`config.mk`:
```
export PLATFORM = sky130hd
export DESIGN_NAME = sparse_fiber_tree_builder
export DESIGN_NICKNAME = d
export VERILOG_FILES = /design/src/sftb_pkg.sv /design/src/sparse_fiber_tree_builder.sv /design/src/sftb_level_cell.sv
export SDC_FILE = /design/constraint.sdc
export NUM_CORES = 1
export LEC_CHECK = 0
export ABC_CLOCK_PERIOD_IN_PS = 10000
export BUFFER_PORTS_ARGS = -buffer_cell sky130_fd_sc_hd__buf_2
export CORE_MARGIN = 5
export CORE_UTILIZATION = 58
export DETAILED_ROUTE_END_ITERATION = 6
export PLACE_DENSITY = 0.8
export SLEW_MARGIN = 20
export SYNTH_ARGS = -nofsm -noshare
export SYNTH_HDL_FRONTEND = slang
export SYNTH_SLANG_ARGS = --single-unit
```
`constraint.sdc`:
```
create_clock -name i_clk -period 10 [get_ports i_clk]
set_clock_uncertainty 0.1 [all_clocks]
set_input_delay 2.5 -clock i_clk [delete_from_list [all_inputs] [get_ports i_clk]]
set_output_delay 2.5 -clock i_clk [all_outputs]
set_load 0.01 [all_outputs]
```
`src/sftb_pkg.sv`:
```
// Shared types and codes of the sparse fiber tree builder.
// No dependencies; imported by the level cell and the top level.
package sftb_pkg;

    // record kinds on the result stream
    localparam logic [1:0] KIND_FIBER = 2'd0;
    localparam logic [1:0] KIND_LEAF  = 2'd1;
    localparam logic [1:0] KIND_END   = 2'd2;

    // fixed field widths of the stream payloads
    localparam int IN_COORD_W  = 32;
    localparam int OUT_COORD_W = 32;
    localparam int OUT_CHILD_W = 32;
    localparam int VALUE_W     = 64;
    localparam int LEVEL_W     = 3;
    localparam int MODES_W     = 3;

    // strobes from the sequencer to every level cell
    typedef struct packed {
        logic load;   // new nonzero transfer: take coordinate, place token
        logic shift;  // move the token one cell deeper
        logic bump;   // token holder counts one more fiber
        logic clear;  // end of tensor: drop counts and token
    } t_cell_ctl;

endpackage

```
`src/sparse_fiber_tree_builder.sv`:
```
// Top level of the compressed sparse fiber tree builder.
// Depends on sftb_pkg and sftb_level_cell.
//
// Nonzeros arrive sorted in level order; for each one the block emits a fiber
// start record for every inner level from the shallowest changed level down,
// then the leaf record, and after the final nonzero one end pointer record per
// inner level, after which all counts return to zero. Timing: a nonzero is
// taken, then records leave one per cycle while the output is not stalled; no
// new nonzero is taken until the last record of the item is registered. The
// token walks the row of level cells, one level per cycle when not stalled,
// feeding the single output register. modes_in_use is written through the cfg
// channel; the user must write it only while idle (not enforced by the block).
module sparse_fiber_tree_builder
    import sftb_pkg::*;
#(
    parameter int MAX_LEVELS  = 6,
    parameter int COORD_WIDTH = 32,
    parameter int COUNT_WIDTH = 32
) (
    input  logic           i_clk,
    input  logic           i_rst_n,
    // configuration: modes_in_use
    input  logic           i_cfg_valid,
    output logic           o_cfg_ready,
    input  logic [2:0]     i_cfg_data,
    // nonzero stream
    input  logic           s_axis_tvalid,
    output logic           s_axis_tready,
    // coord_level0..coord_level5 (32 each), nonzero_value (64)
    input  logic [255:0]   s_axis_tdata,
    input  logic           s_axis_tlast,    // final_nonzero
    // record stream
    output logic           m_axis_tvalid,
    input  logic           m_axis_tready,
    // tree_level (3), fiber_coord (32), child_pointer (32), leaf_value (64), zero pad (5)
    output logic [135:0]   m_axis_tdata,
    output logic [1:0]     m_axis_tuser,    // record_kind
    output logic           m_axis_tlast     // run_end
);

    localparam int LW       = (MAX_LEVELS > 1) ? $clog2(MAX_LEVELS) : 1;
    localparam int TOP_LVLS = (MAX_LEVELS < 6) ? MAX_LEVELS : 6;

    // sequencer phases
    localparam logic [1:0] ST_IDLE  = 2'd0;
    localparam logic [1:0] ST_FIBER = 2'd1;
    localparam logic [1:0] ST_LEAF  = 2'd2;
    localparam logic [1:0] ST_END   = 2'd3;

    logic [MODES_W-1:0]     r_modes;
    logic [1:0]             r_state, n_state;
    logic                   r_awaiting;
    logic                   r_final;
    logic [VALUE_W-1:0]     r_value;
    logic [COUNT_WIDTH-1:0] r_nz;

    logic                   r_o_valid;
    logic [1:0]             r_o_kind;
    logic [LEVEL_W-1:0]     r_o_level;
    logic [OUT_COORD_W-1:0] r_o_coord;
    logic [OUT_CHILD_W-1:0] r_o_child;
    logic [VALUE_W-1:0]     r_o_value;
    logic                   r_o_last;

    logic [LEVEL_W-1:0]     w_levels;
    logic [LEVEL_W-1:0]     w_inner;
    logic                   w_accept;
    logic                   w_adv;
    logic                   w_tok_at_end;
    t_cell_ctl              w_ctl;
    logic                   w_seed;

    logic [MAX_LEVELS:0]    w_chg;
    logic [MAX_LEVELS:0]    w_tok;
    logic [COUNT_WIDTH-1:0] w_cnt   [MAX_LEVELS];
    logic [COORD_WIDTH-1:0] w_prev  [MAX_LEVELS];
    logic [COORD_WIDTH-1:0] w_rcrd  [MAX_LEVELS];
    logic [COUNT_WIDTH-1:0] w_rchd  [MAX_LEVELS];
    logic [COUNT_WIDTH-1:0] w_child [MAX_LEVELS];
    logic [COORD_WIDTH-1:0] w_coord [MAX_LEVELS];

    logic [COORD_WIDTH-1:0] w_fib_coord;
    logic [COUNT_WIDTH-1:0] w_fib_child;
    logic [LEVEL_W-1:0]     w_tok_level;

    // configuration register, always ready
    assign o_cfg_ready = 1'b1;
    always_ff @(posedge i_clk) begin
        if (!i_rst_n) begin
            r_modes <= MODES_W'(3);
        end else if (i_cfg_valid) begin
            r_modes <= i_cfg_data;
        end
    end

    // effective number of levels, clamped to the supported range
    always_comb begin
        w_levels = r_modes;
        if (w_levels < LEVEL_W'(2)) begin
            w_levels = LEVEL_W'(2);
        end
        if (w_levels > LEVEL_W'(TOP_LVLS)) begin
            w_levels = LEVEL_W'(TOP_LVLS);
        end
    end
    assign w_inner = w_levels - 1'b1;

    // handshakes; the deepest inner level is cell w_inner - 1, its token is w_tok[w_inner]
    assign s_axis_tready = (r_state == ST_IDLE);
    assign w_accept      = s_axis_tvalid & s_axis_tready;
    assign w_adv         = ~r_o_valid | m_axis_tready;
    assign w_tok_at_end  = w_tok[w_inner];

    // row of level cells
    assign w_chg[0] = 1'b0;
    assign w_tok[0] = w_seed;

    for (genvar g = 0; g < MAX_LEVELS; g++) begin : g_cell
        assign w_coord[g] = COORD_WIDTH'(s_axis_tdata[g*IN_COORD_W +: IN_COORD_W]);
        if (g + 1 < MAX_LEVELS) begin : g_mid
            assign w_child[g] = (LEVEL_W'(g + 1) < w_inner) ? w_cnt[g+1] : r_nz;
        end else begin : g_deep
            assign w_child[g] = r_nz;
        end

        sftb_level_cell #(
            .COORD_WIDTH (COORD_WIDTH),
            .COUNT_WIDTH (COUNT_WIDTH)
        ) u_cell (
            .i_clk       (i_clk),
            .i_rst_n     (i_rst_n),
            .i_ctl       (w_ctl),
            .i_coord     (w_coord[g]),
            .i_inner     (LEVEL_W'(g) < w_inner),
            .i_first     ((g == 0) ? r_awaiting : 1'b0),
            .i_chg       (w_chg[g]),
            .i_tok       (w_tok[g]),
            .i_child     (w_child[g]),
            .o_chg       (w_chg[g+1]),
            .o_tok       (w_tok[g+1]),
            .o_cnt       (w_cnt[g]),
            .o_prev      (w_prev[g]),
            .o_rec_coord (w_rcrd[g]),
            .o_rec_child (w_rchd[g])
        );
    end

    // merge the token holder's record fields
    always_comb begin
        w_fib_coord = '0;
        w_fib_child = '0;
        w_tok_level = '0;
        for (int k = 0; k < MAX_LEVELS; k++) begin
            w_fib_coord = w_fib_coord | w_rcrd[k];
            w_fib_child = w_fib_child | w_rchd[k];
            if (w_tok[k+1]) begin
                w_tok_level = w_tok_level | LEVEL_W'(k);
            end
        end
    end

    // sequencer
    always_comb begin
        n_state    = r_state;
        w_ctl      = '0;
        w_seed     = 1'b0;
        w_ctl.load = w_accept;
        case (r_state)
            ST_IDLE: begin
                if (w_accept) begin
                    n_state = w_chg[MAX_LEVELS] ? ST_FIBER : ST_LEAF;
                end
            end
            ST_FIBER: begin
                if (w_adv) begin
                    w_ctl.shift = 1'b1;
                    w_ctl.bump  = 1'b1;
                    if (w_tok_at_end) begin
                        n_state = ST_LEAF;
                    end
                end
            end
            ST_LEAF: begin
                if (w_adv) begin
                    if (r_final) begin
                        w_ctl.shift = 1'b1;
                        w_seed      = 1'b1;
                        n_state     = ST_END;
                    end else begin
                        n_state = ST_IDLE;
                    end
                end
            end
            ST_END: begin
                if (w_adv) begin
                    w_ctl.shift = 1'b1;
                    if (w_tok_at_end) begin
                        w_ctl.clear = 1'b1;
                        n_state     = ST_IDLE;
                    end
                end
            end
            default: begin
                n_state = ST_IDLE;
            end
        endcase
    end

    // control registers
    always_ff @(posedge i_clk) begin
        if (!i_rst_n) begin
            r_state    <= ST_IDLE;
            r_awaiting <= 1'b1;
            r_nz       <= '0;
        end else begin
            r_state <= n_state;
            if (w_accept) begin
                r_awaiting <= 1'b0;
            end else if (w_ctl.clear) begin
                r_awaiting <= 1'b1;
            end
            if (w_ctl.clear) begin
                r_nz <= '0;
            end else if (r_state == ST_LEAF && w_adv) begin
                r_nz <= r_nz + 1'b1;
            end
        end
    end

    // held payload of the nonzero in flight
    always_ff @(posedge i_clk) begin
        if (w_accept) begin
            r_value <= s_axis_tdata[6*IN_COORD_W +: VALUE_W];
            r_final <= s_axis_tlast;
        end
    end

    // output register
    always_ff @(posedge i_clk) begin
        if (!i_rst_n) begin
            r_o_valid <= 1'b0;
        end else if (w_adv) begin
            r_o_valid <= (r_state != ST_IDLE);
        end
    end

    always_ff @(posedge i_clk) begin
        if (w_adv) begin
            case (r_state)
                ST_FIBER: begin
                    r_o_kind  <= KIND_FIBER;
                    r_o_level <= w_tok_level;
                    r_o_coord <= OUT_COORD_W'(w_fib_coord);
                    r_o_child <= OUT_CHILD_W'(w_fib_child);
                    r_o_value <= '0;
                    r_o_last  <= 1'b0;
                end
                ST_LEAF: begin
                    r_o_kind  <= KIND_LEAF;
                    r_o_level <= w_inner;
                    r_o_coord <= OUT_COORD_W'(w_prev[w_inner[LW-1:0]]);
                    r_o_child <= OUT_CHILD_W'(r_nz);
                    r_o_value <= r_value;
                    r_o_last  <= ~r_final;
                end
                ST_END: begin
                    r_o_kind  <= KIND_END;
                    r_o_level <= w_tok_level;
                    r_o_coord <= '0;
                    r_o_child <= OUT_CHILD_W'(w_fib_child);
                    r_o_value <= '0;
                    r_o_last  <= w_tok_at_end;
                end
                default: begin
                    r_o_last <= r_o_last;
                end
            endcase
        end
    end

    assign m_axis_tvalid = r_o_valid;
    assign m_axis_tuser  = r_o_kind;
    assign m_axis_tlast  = r_o_last;
    assign m_axis_tdata  = {5'd0, r_o_value, r_o_child, r_o_coord, r_o_level};

`ifndef SYNTHESIS
    // at most one level holds the token
    a_one_token: assert property (@(posedge i_clk) disable iff (!i_rst_n)
        $onehot0(w_tok[MAX_LEVELS:1]))
        else $error("more than one level cell holds the token");

    // walking phases always have a token holder
    a_token_live: assert property (@(posedge i_clk) disable iff (!i_rst_n)
        (r_state == ST_FIBER || r_state == ST_END) |-> (w_tok[MAX_LEVELS:1] != '0))
        else $error("fiber or end phase without a token");

    // an accepted nonzero always starts a run of records
    a_accept_busy: assert property (@(posedge i_clk) disable iff (!i_rst_n)
        w_accept |=> (r_state != ST_IDLE))
        else $error("sequencer stayed idle after a nonzero transfer");

    // a fiber record never closes a run
    a_fiber_not_last: assert property (@(posedge i_clk) disable iff (!i_rst_n)
        (m_axis_tvalid && m_axis_tuser == KIND_FIBER) |-> !m_axis_tlast)
        else $error("fiber record marked as last of its run");
`endif

endmodule

```
`src/sftb_level_cell.sv`:
```
// One tree level of the builder: previous coordinate, fiber count and token.
// Depends on sftb_pkg; chained by sparse_fiber_tree_builder.
module sftb_level_cell
    import sftb_pkg::*;
#(
    parameter int COORD_WIDTH = 32,
    parameter int COUNT_WIDTH = 32
) (
    input  logic                   i_clk,
    input  logic                   i_rst_n,
    input  t_cell_ctl              i_ctl,
    input  logic [COORD_WIDTH-1:0] i_coord,   // coordinate of the new nonzero
    input  logic                   i_inner,   // this level is an inner level
    input  logic                   i_first,   // first nonzero of a tensor (level 0 only)
    input  logic                   i_chg,     // a shallower level changed
    input  logic                   i_tok,     // token from the shallower neighbor
    input  logic [COUNT_WIDTH-1:0] i_child,   // deeper neighbor count or nonzero index
    output logic                   o_chg,
    output logic                   o_tok,
    output logic [COUNT_WIDTH-1:0] o_cnt,
    output logic [COORD_WIDTH-1:0] o_prev,
    output logic [COORD_WIDTH-1:0] o_rec_coord,
    output logic [COUNT_WIDTH-1:0] o_rec_child
);

    logic [COORD_WIDTH-1:0] r_prev;
    logic [COUNT_WIDTH-1:0] r_cnt;
    logic                   r_tok;
    logic                   w_diff;
    logic                   w_start;

    // change detection against the previous nonzero, rippled down the row
    assign w_diff  = i_inner & ((r_prev != i_coord) | i_first);
    assign o_chg   = i_chg | w_diff;
    assign w_start = w_diff & ~i_chg;

    // previous coordinate
    always_ff @(posedge i_clk) begin
        if (i_ctl.load) begin
            r_prev <= i_coord;
        end
    end

    // fiber count and token; the token never leaves the inner levels
    always_ff @(posedge i_clk) begin
        if (!i_rst_n) begin
            r_cnt <= '0;
            r_tok <= 1'b0;
        end else if (i_ctl.clear) begin
            r_cnt <= '0;
            r_tok <= 1'b0;
        end else begin
            if (i_ctl.bump && r_tok) begin
                r_cnt <= r_cnt + 1'b1;
            end
            if (i_ctl.load) begin
                r_tok <= w_start;
            end else if (i_ctl.shift) begin
                r_tok <= i_tok & i_inner;
            end
        end
    end

    // record contribution, zero unless this cell holds the token
    assign o_rec_coord = r_tok ? r_prev  : '0;
    assign o_rec_child = r_tok ? i_child : '0;
    assign o_tok       = r_tok;
    assign o_cnt       = r_cnt;
    assign o_prev      = r_prev;

endmodule

```
* After elaboration in Yosys (flattened, before gate mapping)
Index checks and enable logic that the tools add are counted.
Operators by class: $add $sub $neg 7, $lt $le $gt $ge 10, eq/ne operators 15, mux-type cells 68, bitwise operators 44, reduce and logical (&&, ||, !) cells 17
Operator list (count):
- $mux W32 | 19
- $or A32 B32 Y32 | 10
- $add A32 B1 Y32 const B | 6
- $ne A32 B32 Y1 | 6
- $pmux W64 S2 | 1
- $bmux W32 S3 | 1
- $pmux W32 S3 | 1
- $pmux W32 S2 | 1
- $mux W1 | 24
- $mux W2 | 11
- $and A1 B1 Y1 | 18
- $mux W3 | 4
- $ne A2 B2 Y1 const B | 5
- $not A1 Y1 | 8
- $pmux W2 S4 | 1
- $reduce_bool A2 Y1 | 4
- $or A1 B1 Y1 | 7
- $logic_and A1 B1 Y1 | 6
- $lt A1 B3 Y1 const A | 2
- $lt A2 B3 Y1 const A | 2
- $lt A3 B3 Y1 const A | 2
- $pmux W1 S3 | 2
- $pmux W2 S3 | 1
- $pmux W3 S2 | 1
- 15 further kinds | 18
Storage, ports and cells: register bits after elaboration 596, input bits 265, output and inout bits 142, logic and storage cells 191

* Longest topological paths before layout
depth after elaboration 15, mapped depth 17, mapped depth without buffers 11

* Modules after synthesis
From an unflattened synthesis, not the netlist that was laid out.
Second synthesis, totals: cell total of the unflattened synthesis 3231, area total of the unflattened synthesis 32509.9 um^2
By module, submodules not included:
- sftb_level_cell | instances 6, cells an instance 329, area an instance 3270.6 um^2, sequential area each 1621.6 um^2
- sparse_fiber_tree_builder | instances 1, cells an instance 1257, area an instance 12886.1 um^2, sequential area each 6756.5 um^2

* Worst setup path before layout
Ideal clock, no wire load.
path type input to register, start input port s_axis_tvalid, end register g_cell[2].u_cell.r_tok, library setup time 0.086 ns, arrival time 9.065 ns, required time 9.814 ns, slack 0.750 ns, stages 5, path buffers 0, cell sequence nand2_1 inv_1 nand2_1 or4_1 a211oi_1
On the way: longest elaborated chain between the ends 2, elaborated cells on any way between the ends 3, classes of those cells mux: 1; bitwise: 1; reduce/logical: 1
Ends and longest elaborated chain:
- from (decl) | RTL line sparse_fiber_tree_builder.sv:27 | input logic s_axis_tvalid,
- $and A1 B1 Y1 (*) | RTL line sparse_fiber_tree_builder.sv:110 | assign w_accept = s_axis_tvalid & s_axis_tready;
- named net w_accept | RTL line sparse_fiber_tree_builder.sv:67 | logic w_accept;
- $mux W1 / $reduce_bool A2 Y1 (equally long branches)
- to (signal assigned) | RTL line sftb_level_cell.sv:57 | r_tok <= w_start;
- to (signal assigned) | RTL line sftb_level_cell.sv:59 | r_tok <= i_tok & i_inner;
- to (decl) | RTL line sftb_level_cell.sv:28 | logic r_tok;
Mark *: on every way through the listed nets, which the timed path passes. The rest lies on a longest branch. A chain may end at the register's enable or synchronous reset.

* Final worst setup path
start register r_state[0], end output port s_axis_tready
On the way: longest elaborated chain between the ends 1
Ends and longest elaborated chain:
- from (decl) | RTL line sparse_fiber_tree_builder.sv:51 | logic [1:0] r_state, n_state;
- from (signal assigned) | RTL line sparse_fiber_tree_builder.sv:216 | r_state <= n_state;
- $logic_not A2 Y1 | RTL line sparse_fiber_tree_builder.sv:109 | assign s_axis_tready = (r_state == ST_IDLE);
- to (decl) | RTL line sparse_fiber_tree_builder.sv:28 | output logic s_axis_tready,
Every way passes these cells.

==> impl_metrics.yaml <==
drt:
  wl_met3_mm: 11.9
  top_layer: "met4"
  drc: 3
  drt-met1-wl_mm: 35.0
  drt_iter0_drc: 3402
  avgRoutedWirePerCell_um: 24.3
  drtPass1Iterations: 7
  vias: 24800
  ant_nets: 0
  totalWireLength_mm: 94.9
  drt-vias-per-instance: 6.34
  wl_met2_mm: 43.0
timing:
  setup_tns_ns: 0
  rsz0062_at_grt: "false"
  fmax_mhz: 190
  fin_crit_ns: 5.25
  worstMarginPinSlew_ns: 1.24
  relSlewSlack: 0.173
  finalHoldViolCount: 0
  finalSetupViolations: 0
  fin_hold_ws_ns: 0.391
  slew_violations: 0
  setup_ws_ns: 4.75
  post-route-period-util: 0.525
cts:
  cts_resized: 0
  clk_latency_ns: 0.65
  cts.clk_slew.worst_paths_ns: 0.06
  cts-root-buf: "clkbuf_16"
  cts_buffers: 60
  cts_hold_buf: 0
  htreeDepth: 2
  cts.sinks: 596
  postCtsSetupBuffers: 0
  clockBufferDepth: 3
  cts_tree: "done"
worst_setup_path:
  rr_endpoint: "g_cell[1].u_cell.o_cnt[2]"
  regToRegStartpoint: "r_state[1]"
  path_class: "reg -> out"
  cp_data_required_time_ns: 7.40
  regToRegSetupSlack_ns: 5.01
  critPathMaxFanout: 96
  cp-start-kind: "flop"
  worstRegToRegCells: 10
  end_kind: "primary output"
  crit_arrival_ns: 2.65
die:
  dieHeight_um: 235
  start_util: 0.586
  ios: 407
  die_x_um: 235
  core-area_um2: 50200
  rows: 82
  dieArea_um2: 55300
power_and_ir_drop:
  vdd_drop_max_uv: 159
  finalPower_mw: 6.43
  p_leak_nw: 13.0
  pwr_density_cell_nw_per_um2: 191
global_routing:
  antenna_found_initial: 3
  grt_pass1_wl_mm: 142
  grtUsageTotal: 0.325
  grt_max_degree: 116
  grt_remaining_overflow: 0
  first_global_vias: 23600
placement:
  detailed_place_hpwl_mm: 65.4
  io_buffers: 400
  gp_congestion: 0.959
  dp.cells: 3794
  dpl_worst_slack_ns: 4.23
  placed_cell_area_um2: 31800
synth:
  yosys_register_bits: 596
  synth_edf_count: 391
  netlist_instances: 2881
  synth_ff_type: "edfxtp_1"
  yosysUniqueCellTypes: 62
  synth_mux_area_frac: 0.0434
  synth-simple-area-share: 0.195
  avgSynthCellArea_um2: 10.2
  synth_compound_area_frac: 0.0833
  synth_top_family_by_area: "simple AND/OR/NAND/NOR gates"
  synth-xor-area-share: 0.107
  netlist_area_um2: 29400
  async_reset_ff_frac: 0
  ys_warn_count: 0
  seq_area_frac_synth: 0.539
  synthAdderAreaFrac: 0.00298
hold_path:
  whs_endpoint: "g_cell[2].u_cell.o_cnt[1]"
  whs_path_depth: 2
  hp-start: "g_cell[2].u_cell.o_cnt[1]"
  hp-class: "reg -> reg"
final_layout:
  final_nets: 3456
  layout_common_cells: "531 x nand2_1, 400 x buf_2, 391 x edfxtp_1"
  area_growth_pct: 14.8
  design_area_um2: 33700
  regArea_um2: 15900
  fillers: 3743
  multi_input_area_um2: 12800
  drive_gt1_frac: 0.205
  post-route-util: 0.673
  instances_no_fill: 3910
  final_common_cell: "nand2_1"
run_status:
  violations: "design-rule violations"
  status: "complete, but fails checks"
flow_run:
  maxCapViolCount: 0
==> flip-flops by register name (all words and copies together) (netlist names), 3 cells and up <==
register              count
g_cell.u_cell.o_prev    192
r_nz                     32
r_modes                   3
g_cell.u_cell.o_cnt     160
r_o_value                64
g_cell.u_cell.o_tok       6
r_o_level                 3
r_o_coord                32
r_value                  64
r_o_child                32
==> kinds of logic (layout without fill, tap and decap cells) <==
kind of cell,after synthesis,count (layout)
other cells,2,9
simple gates,1239,1239
buf+inv,216,566
compound gates,349,349
flops,596,596
fa+ha+maj,7,7
xor+xnor,358,358
mux,114,114
==> metal layers <==
metal / track usage / vias up
met4: 0.136 / 0
met3: 0.0814 / 323
met1: 0.435 / 11700
met2: 0.510 / 1897
met5: 0 / -
li1: - / 10900
==> critical path: stages (launching register included) <==
cell	delay (ns)
dfxtp_4	0.51
buf_4	0.87
nor2_1	0.20
buf_4	0.26
buf_2	0.15
==> worst max path at each step <==
stage,start,endpoint,slack (ns)
floorplan,s_axis_tvalid,g_cell[2].u_cell.o_tok,0.75
global placement,m_axis_tready,g_cell[4].u_cell.o_cnt[25],4.36
detailed placement,m_axis_tready,g_cell[5].u_cell.o_cnt[28],4.23
CTS,r_state[0],s_axis_tready,4.75
global route,m_axis_tready,g_cell[1].u_cell.o_cnt[29],4.57
finish,r_state[0],s_axis_tready,4.75
==> cells in the mapped netlist, types with 38 or more instances <==
library cell	n	area [µm²]
nor2_1	217	815
mux2_2	107	1200
clkbuf_1	148	556
a21oi_1	64	320
xnor2_1	121	1060
a22oi_1	65	488
dfxtp_1	205	4100
nor2b_1	72	450
o21ai_0	65	325
xor2_1	236	2070
and3_1	38	238
edfxtp_1	391	11700
nand4_1	68	425
nand3_1	186	931
nor4_1	39	244
nand2_1	532	2000
==> layout make-up <==
type	instances	area share
sequential	596	0.470
multi-input combinational	2073	0.378
timing repair buffer	431	0.0662
clock buffer	81	0.0488
tap	672	0.0249
clock inverter	32	0.00923
inverter	22	0.00267
antenna	3	0.000222
==> report_power, final <==
group / internal [mW] / leakage (nW) / switching (mW)
clock network: 1.26 / 0.942 / 0.992
registers: 2.92 / 5.40 / 0.165
logic: 0.343 / 6.65 / 0.755
total: 4.52 / 13.0 / 1.91
Power figures use the tool's default switching activity.
